==> src/rtl/ukfs_pkg.sv <==
package ukfs_pkg;

    // Field widths of the stream transactions
    localparam int CMD_W     = 2;
    localparam int KEY_W     = 31;
    localparam int IO_PAY_W  = 32;
    localparam int STAT_W    = 3;
    localparam int COUNT_W   = 5;

    // Input tdata: cmd, key, payload from bit 0 up, padded to whole bytes
    localparam int IN_USED_W  = CMD_W + KEY_W + IO_PAY_W;
    localparam int IN_DATA_W  = ((IN_USED_W + 7) / 8) * 8;

    // Output tdata: status, found_key, found_payload, count, is_empty,
    // head_key, head_payload from bit 0 up, padded to whole bytes
    localparam int OUT_USED_W = STAT_W + KEY_W + IO_PAY_W + COUNT_W + 1
                              + KEY_W + IO_PAY_W;
    localparam int OUT_DATA_W = ((OUT_USED_W + 7) / 8) * 8;

    // Commands
    typedef enum logic [CMD_W-1:0] {
        CMD_INSERT = 2'd0,
        CMD_REMOVE = 2'd1,
        CMD_SEARCH = 2'd2,
        CMD_NOP    = 2'd3
    } t_cmd;

    // Result status codes
    typedef enum logic [STAT_W-1:0] {
        ST_DONE      = 3'd0,
        ST_DUPLICATE = 3'd1,
        ST_FULL      = 3'd2,
        ST_EMPTY     = 3'd3,
        ST_NOT_FOUND = 3'd4
    } t_status;

    // Per-cell control from the queue controller
    typedef struct packed {
        logic shift;   // take the neighbor's record (pop toward head)
        logic load;    // take the incoming record (append at tail)
    } t_cell_ctl;

endpackage

==> src/rtl/ukfs_cell.sv <==
module ukfs_cell #(
    parameter int PAY_W = 32
) (
    input  logic                     i_clk,
    input  ukfs_pkg::t_cell_ctl      i_ctl,
    input  logic                     i_live,
    input  logic [ukfs_pkg::KEY_W-1:0] i_key,
    input  logic [PAY_W-1:0]         i_pay,
    input  logic [ukfs_pkg::KEY_W-1:0] i_nxt_key,
    input  logic [PAY_W-1:0]         i_nxt_pay,
    output logic [ukfs_pkg::KEY_W-1:0] o_key,
    output logic [PAY_W-1:0]         o_pay,
    output logic                     o_match
);
    import ukfs_pkg::*;

    logic [KEY_W-1:0] r_key;
    logic [PAY_W-1:0] r_pay;

    // Record storage: shift from the neighbor on pop, load on append
    always_ff @(posedge i_clk) begin
        if (i_ctl.shift) begin
            r_key <= i_nxt_key;
            r_pay <= i_nxt_pay;
        end else if (i_ctl.load) begin
            r_key <= i_key;
            r_pay <= i_pay;
        end
    end

    // Local key compare, only for occupied slots
    assign o_match = i_live && (r_key == i_key);
    assign o_key   = r_key;
    assign o_pay   = r_pay;

endmodule

==> src/rtl/unique_key_fifo_with_search_unit.sv <==
// Latency: the result is registered and appears on the master side in the cycle
//   after its input transaction is accepted.
// Throughput: one transaction per cycle unless the master side holds back a
//   result; every cell compares its own key in parallel for each command.
// Reset (synchronous, active low): the queue becomes empty and no result is
//   pending; stored records are not cleared.
module unique_key_fifo_with_search_unit #(
    parameter int DEPTH        = 16,
    parameter int PAYLOAD_BITS = 32
) (
    input  logic                             i_clk,
    input  logic                             i_rst_n,
    input  logic                             i_s_tvalid,
    output logic                             o_s_tready,
    // cmd[1:0], key[32:2], payload[64:33], zero pad
    input  logic [ukfs_pkg::IN_DATA_W-1:0]   i_s_tdata,
    output logic                             o_m_tvalid,
    input  logic                             i_m_tready,
    // status[2:0], found_key[33:3], found_payload[65:34], count[70:66],
    // is_empty[71], head_key[102:72], head_payload[134:103], zero pad
    output logic [ukfs_pkg::OUT_DATA_W-1:0]  o_m_tdata
);
    import ukfs_pkg::*;

    localparam int CNT_W = $clog2(DEPTH + 1);

    // Input unpacking
    logic [CMD_W-1:0]        w_cmd;
    logic [KEY_W-1:0]        w_key;
    logic [IO_PAY_W-1:0]     w_in_pay;
    logic [PAYLOAD_BITS-1:0] w_pay;

    assign w_cmd    = i_s_tdata[CMD_W-1:0];
    assign w_key    = i_s_tdata[CMD_W +: KEY_W];
    assign w_in_pay = i_s_tdata[CMD_W + KEY_W +: IO_PAY_W];

    // Fit the input payload to the stored width
    for (genvar gb = 0; gb < PAYLOAD_BITS; gb++) begin : g_pay_in
        if (gb < IO_PAY_W) begin : g_bit
            assign w_pay[gb] = w_in_pay[gb];
        end else begin : g_zero
            assign w_pay[gb] = 1'b0;
        end
    end

    // Handshake: the output register decouples the two sides
    logic r_out_valid;
    logic w_exec;

    assign o_s_tready = !r_out_valid || i_m_tready;
    assign w_exec     = i_s_tvalid && o_s_tready;

    // Cell chain
    logic [CNT_W-1:0]        r_count;
    logic [CNT_W-1:0]        n_count;
    t_cell_ctl               w_ctl   [DEPTH];
    logic [KEY_W-1:0]        w_ckey  [DEPTH];
    logic [PAYLOAD_BITS-1:0] w_cpay  [DEPTH];
    logic [DEPTH-1:0]        w_match;
    logic                    w_ins_ok;
    logic                    w_rem_ok;

    for (genvar gi = 0; gi < DEPTH; gi++) begin : g_cell
        logic [KEY_W-1:0]        w_nkey;
        logic [PAYLOAD_BITS-1:0] w_npay;

        if (gi == DEPTH - 1) begin : g_tail
            assign w_nkey = w_ckey[gi];
            assign w_npay = w_cpay[gi];
        end else begin : g_mid
            assign w_nkey = w_ckey[gi+1];
            assign w_npay = w_cpay[gi+1];
        end

        assign w_ctl[gi].shift = w_rem_ok;
        assign w_ctl[gi].load  = w_ins_ok && (r_count == CNT_W'(gi));

        ukfs_cell #(
            .PAY_W (PAYLOAD_BITS)
        ) u_cell (
            .i_clk     (i_clk),
            .i_ctl     (w_ctl[gi]),
            .i_live    (CNT_W'(gi) < r_count),
            .i_key     (w_key),
            .i_pay     (w_pay),
            .i_nxt_key (w_nkey),
            .i_nxt_pay (w_npay),
            .o_key     (w_ckey[gi]),
            .o_pay     (w_cpay[gi]),
            .o_match   (w_match[gi])
        );
    end

    // Keys are unique, so at most one cell matches: an OR of masked records
    logic [KEY_W-1:0]        w_sel_key;
    logic [PAYLOAD_BITS-1:0] w_sel_pay;

    always_comb begin
        w_sel_key = '0;
        w_sel_pay = '0;
        for (int i = 0; i < DEPTH; i++) begin
            w_sel_key = w_sel_key | ({KEY_W{w_match[i]}} & w_ckey[i]);
            w_sel_pay = w_sel_pay | ({PAYLOAD_BITS{w_match[i]}} & w_cpay[i]);
        end
    end

    logic w_dup;
    logic w_full;
    logic w_empty;

    assign w_dup   = |w_match;
    assign w_full  = (r_count == CNT_W'(DEPTH));
    assign w_empty = (r_count == '0);

    assign w_ins_ok = w_exec && (w_cmd == CMD_INSERT) && !w_dup && !w_full;
    assign w_rem_ok = w_exec && (w_cmd == CMD_REMOVE) && !w_empty;

    // Command decode: status, found record, head after the step
    t_status                 w_status;
    logic [KEY_W-1:0]        w_fkey;
    logic [PAYLOAD_BITS-1:0] w_fpay;
    logic [KEY_W-1:0]        w_hkey;
    logic [PAYLOAD_BITS-1:0] w_hpay;

    always_comb begin
        w_status = ST_DONE;
        w_fkey   = '0;
        w_fpay   = '0;
        n_count  = r_count;
        w_hkey   = w_empty ? '0 : w_ckey[0];
        w_hpay   = w_empty ? '0 : w_cpay[0];
        case (w_cmd)
            CMD_INSERT: begin
                if (w_dup) begin
                    w_status = ST_DUPLICATE;
                end else if (w_full) begin
                    w_status = ST_FULL;
                end else begin
                    n_count = r_count + CNT_W'(1);
                    if (w_empty) begin
                        w_hkey = w_key;
                        w_hpay = w_pay;
                    end
                end
            end
            CMD_REMOVE: begin
                if (w_empty) begin
                    w_status = ST_EMPTY;
                end else begin
                    w_fkey  = w_ckey[0];
                    w_fpay  = w_cpay[0];
                    n_count = r_count - CNT_W'(1);
                    w_hkey  = (r_count > CNT_W'(1)) ? w_ckey[1] : '0;
                    w_hpay  = (r_count > CNT_W'(1)) ? w_cpay[1] : '0;
                end
            end
            CMD_SEARCH: begin
                if (w_dup) begin
                    w_fkey = w_sel_key;
                    w_fpay = w_sel_pay;
                end else begin
                    w_status = ST_NOT_FOUND;
                end
            end
            default: begin
            end
        endcase
    end

    // Fit stored payloads to the output width
    logic [IO_PAY_W-1:0] w_fpay_o;
    logic [IO_PAY_W-1:0] w_hpay_o;

    for (genvar gb = 0; gb < IO_PAY_W; gb++) begin : g_pay_out
        if (gb < PAYLOAD_BITS) begin : g_bit
            assign w_fpay_o[gb] = w_fpay[gb];
            assign w_hpay_o[gb] = w_hpay[gb];
        end else begin : g_zero
            assign w_fpay_o[gb] = 1'b0;
            assign w_hpay_o[gb] = 1'b0;
        end
    end

    // Control registers
    always_ff @(posedge i_clk) begin
        if (!i_rst_n) begin
            r_count     <= '0;
            r_out_valid <= 1'b0;
        end else begin
            if (w_exec) begin
                r_count <= n_count;
            end
            if (w_exec) begin
                r_out_valid <= 1'b1;
            end else if (i_m_tready) begin
                r_out_valid <= 1'b0;
            end
        end
    end

    // Result register
    t_status             r_status;
    logic [KEY_W-1:0]    r_fkey;
    logic [IO_PAY_W-1:0] r_fpay;
    logic [COUNT_W-1:0]  r_out_count;
    logic                r_is_empty;
    logic [KEY_W-1:0]    r_hkey;
    logic [IO_PAY_W-1:0] r_hpay;

    always_ff @(posedge i_clk) begin
        if (w_exec) begin
            r_status    <= w_status;
            r_fkey      <= w_fkey;
            r_fpay      <= w_fpay_o;
            r_out_count <= COUNT_W'(n_count);
            r_is_empty  <= (n_count == '0);
            r_hkey      <= w_hkey;
            r_hpay      <= w_hpay_o;
        end
    end

    assign o_m_tvalid = r_out_valid;
    assign o_m_tdata  = {{(OUT_DATA_W - OUT_USED_W){1'b0}}, r_hpay, r_hkey, r_is_empty,
                         r_out_count, r_fpay, r_fkey, r_status};

`ifndef SYNTH
    // Keys stay unique, so no two cells ever match the same key
    a_onehot_match: assert property (@(posedge i_clk) disable iff (!i_rst_n)
        $onehot0(w_match))
        else $error("more than one cell matched the key");

    // Fill count never exceeds the chain length
    a_count_bound: assert property (@(posedge i_clk) disable iff (!i_rst_n)
        r_count <= CNT_W'(DEPTH))
        else $error("fill count beyond depth");

    // An accepted insert grows the queue by exactly one
    a_insert_grows: assert property (@(posedge i_clk) disable iff (!i_rst_n)
        w_ins_ok |=> (r_count == $past(r_count) + CNT_W'(1)))
        else $error("insert did not advance the fill count");

    // A reported empty result agrees with the zero head record
    a_empty_head: assert property (@(posedge i_clk) disable iff (!i_rst_n)
        (r_out_valid && r_is_empty) |-> (r_hkey == '0 && r_out_count == '0))
        else $error("empty result with a head record");
`endif

endmodule
==> config.mk <==
export PLATFORM = sky130hd
export DESIGN_NAME = unique_key_fifo_with_search_unit
export DESIGN_NICKNAME = d
export VERILOG_FILES = /design/src/rtl/ukfs_pkg.sv /design/src/rtl/ukfs_cell.sv /design/src/rtl/unique_key_fifo_with_search_unit.sv
export SDC_FILE = /design/constraint.sdc
export NUM_CORES = 2
export LEC_CHECK = 0
export BUFFER_PORTS_ARGS = -buffer_cell sky130_fd_sc_hd__buf_2
export CAP_MARGIN = 20
export CORE_MARGIN = 4
export CORE_UTILIZATION = 25
export DETAILED_ROUTE_END_ITERATION = 7
export GPL_ROUTABILITY_DRIVEN = 0
export PLACE_DENSITY = 0.48
export SYNTH_ARGS = -nofsm -noshare
export SYNTH_HDL_FRONTEND = slang
export SYNTH_SLANG_ARGS = --single-unit
==> constraint.sdc <==
create_clock -name i_clk -period 10.3 [get_ports i_clk]
set_clock_uncertainty 0.1 [all_clocks]
set_input_delay 2.06 -clock i_clk [delete_from_list [all_inputs] [get_ports i_clk]]
set_output_delay 2.06 -clock i_clk [all_outputs]
set_load 0.1 [all_outputs]
==> impl_results.md <==
* Placed cells at 7,665
* Leak pwr at 25.1 nW
* Hold_sp: o_m_tvalid
* Area post-placement at 0.0631 mm2
* Synth Warn # at 0
* Max_cap viols at 0
* Vias in the first global route at 43,800
* Combinational Power Share at between 10 and 15%
* Crit path max-delay cell type: a2111oi_0
* Htree depth at 4
* Drt initial violations at 9,456
* Sequential share of power at 45.5%
* Clock power share at about 40%
* Commonest non-fill, non-tap cell in the layout: edfxtp_1
* Layout cells sized above 1 at between 10% and 20%
* Slew Viols, Final at 0
* DP Wirelength at 182,000 um
* DRC viols at 208
* WP buf/inv at 2
* Ys flop type: edfxtp_1
* Via count at 47,200
* Worst-Margin Slew at 1.30 ns
* Final hold violation count at 0
* Post-DR wirelength/cell at 36.3 um
* Min Tclk post-route at roughly 8 ns
* Power per cell area at ~180 mW/mm2
* Area growth from synthesis to layout at 14.3%
* Total clock sinks at 1,149
* VDD IR max at approximately 0.15 mV
* DIE WIDTH at a little under 500 um
* Initial core utilization at around a quarter
* Row Count at 178
* Worst-Skew Late Latency at between 0.8 and 0.9 ns
* Global route overflow at 0
* Worst-path maximum fanout at 19
* Gate Count Post-Synth at roughly 4,700
* Post-place setup slack at between 2 and 2.5 ns
* Status: complete, but fails checks
* Core footprint at 0.235 mm2
* Switching pwr at roughly 3.6 mW
* Final WS setup at between 2 and 2.5 ns
* CTS buffer count at 139
* Net Count, Synth at around 4,800
* Setup TNS at 0 ns
* Cts hold-fix bufs at 0
* CP Cell Sequence: buf_2 > xor2_1 > nor4_1 > nand2_1 > nor3_1 > a2111oi_0 > nand4_2 > nor3_2 > nand2_1 > o21ai_4 > buf_4
* Crit share post-route at 77.3%
* Cell area after synthesis at around 0.059 mm2
* Failing checks: design-rule violations
* Nets at around 4,700
* Max frequency at ~0.13 GHz
* Most frequent cells in the layout: edfxtp_1 (1,143), a21o_1 (945), xnor2_1 (335)
* Post-route ant nets at 0
* RSZ-0062 raised after global routing: no
* CP most frequent cell: nand2_1
* Register bit total from synthesis at 1,149
* Hold slack at 0.429 ns
* Max Buffers Root-to-Sink at 3
* Reg-to-Reg Start: r_count[3]
* I/O Pins at 214
* Port Buffers at ~210
* Initial antenna violation count at 56
* Finished Core Util at 28.7%
* Synth unique cells at 79
* First-pass GRT wire length at 386,000 um
* P_int at around 8.5 mW
* Clock slew at reported path FFs at 0.06 ns
* Required @ worst endpoint at 10.63 ns
* Vias per std cell at 5.94
* FFs w/ async S/R, synth at 0%
* Number of enable flip-flop cells after synthesis at 1,143
* Worst setup path start: i_s_tdata[28]
* Finished Cell Area at 0.0675 mm2
* CP max stage delay at 1.01 ns
* Total wire length at around 290,000 um
* PostCTS Resize Cnt at 0
* Total power at 12.1 mW
* Hold/Removal Path Class: reg2reg
* Total track usage at 22.7%
* CP Capture Type: register
* Root buf cell: clkbuf_16
* TritonRoute pass-1 iters at 8
* Die Area at 0.244 mm2
* Fillers at ~24,000
* Startpoint Class: primary input
* Register area share after synthesis at 58.3%
* Critical path arrival at 8.29 ns
* Postcts setup bufs at 0
* Final Non-Filler Cells at 7,948
* Switch share at approximately 30%
* Delay-heaviest family, CP: simple AND/OR/NAND/NOR gates
* Die Ht at 494 um
* Slew HR at about 13%
* Largest net degree at the start of global routing at approximately 230
* Final setup viols at 0
* Syn avg cell area at 12.5 um2
* Setup CP Type: in2reg
* CTS tree: done
-- worst reg2reg max path, stage by stage (launching register included) --
cell,delay (ns)
dfxtp_1,0.30
buf_4,0.25
or3b_1,0.57
a21oi_1,0.34
nor4b_1,0.14
and3_1,0.20
a2111oi_0,0.99
nand4_2,0.82
nor3_2,0.75
nand2_1,0.34
o21ai_4,0.96
buf_4,0.59
-- synthesized netlist by cell type, types with 4 or more instances --
cell type,number,area [um2]
a211oi_1,4,30.0
buf_1,10,37.5
nand4_1,182,1140
and3_1,119,744
a41o_1,4,40.0
nor3b_1,5,37.5
nor3_1,32,160
edfxtp_1,1143,34300
clkbuf_1,371,1390
buf_4,18,135
a222oi_1,62,621
ha_1,9,113
a221oi_1,76,666
a22oi_1,275,2060
inv_1,12,45.0
a41oi_2,24,390
nor2_1,70,263
xnor2_1,335,2930
o21ai_0,67,335
a31oi_1,44,275
nand2b_1,5,31.3
a41oi_1,11,96.3
a22o_1,76,666
buf_2,77,385
nand3_1,53,265
a221o_1,17,170
xor2_1,166,1450
and4b_1,5,50.1
buf_6,7,78.8
o21a_1,58,435
a21boi_1,5,37.5
nand4b_1,7,61.3
nand2_1,153,574
dfxtp_1,6,120
or4_1,14,105
nand3b_1,4,30.0
nor4_1,77,482
and2_1,68,425
a21oi_1,34,170
a21o_1,945,7090
o211ai_1,4,30.0
nor4b_1,4,35.0
-- path summary, 6_finish.rpt --
| check | slack [ns] | cells past startpoint | end |
|---|---|---|---|
| hold / removal | 0.43 | 2 | o_m_tvalid |
| setup reg to reg | 3.54 | 11 | g_cell[9].u_cell.o_pay[9] |
| setup / recovery | 2.33 | 11 | g_cell[9].u_cell.o_pay[9] |
| hold reg to reg | 0.43 | 2 | o_m_tvalid |
-- cell type report --
| type | count | area [um2] | share of cell area, % |
|---|---|---|---|
| clock inverters | 63 | 528 | 0.782 |
| repair buffers | 292 | 1880 | 2.78 |
| diodes | 23 | 57.6 | 0.0852 |
| clock buffers | 192 | 3790 | 5.62 |
| flip-flops and latches | 1149 | 34400 | 51.0 |
| multi-input cells | 3066 | 22800 | 33.8 |
| well taps | 3150 | 3940 | 5.84 |
| inverters | 13 | 56.3 | 0.0834 |
-- power by group through the flow --
stage | Combinational (mW) | Sequential (mW) | Clock, mW
3_5_place_dp | 1.67 | 5.61 | 0
3_3_place_gp | 1.67 | 5.61 | 0
5_1_grt | 1.78 | 5.53 | 5.11
6_report | 1.77 | 5.52 | 4.85
4_1_cts | 1.68 | 5.51 | 4.92
2_1_floorplan | 0.752 | 5.89 | 0
-- kinds of logic after synthesis --
group / synth area share (%)
AOI/OAI and AO/OA: 22.5
xor gates and xnor gates: 7.43
adders and majority gates: 0.191
buffers and inverters: 3.52
DFF: 58.3
muxes: 0.0169
other: 0.00635
and+or+nand+nor: 8.02
-- sequential cells by signal, summed over array words and instances, names as in the netlist --
register and count:
g_cell.u_cell.o_key 496, g_cell.u_cell.o_pay 512, o_m_tvalid 1, r_count 5
r_fkey 31, r_fpay 32, r_hkey 31, r_hpay 32
r_is_empty 1, r_out_count 5, r_status 3
-- metal layers --
layer	track usage [%]	share of wire, %	up-vias
met5	1.02	0.094	-
met4	10.8	5.9	16
met3	8.71	13	861
met2	31.7	41	3684
met1	30.4	40	24300
li1	-	-	18400
No activity file was read; power rests on OpenSTA's default activity.
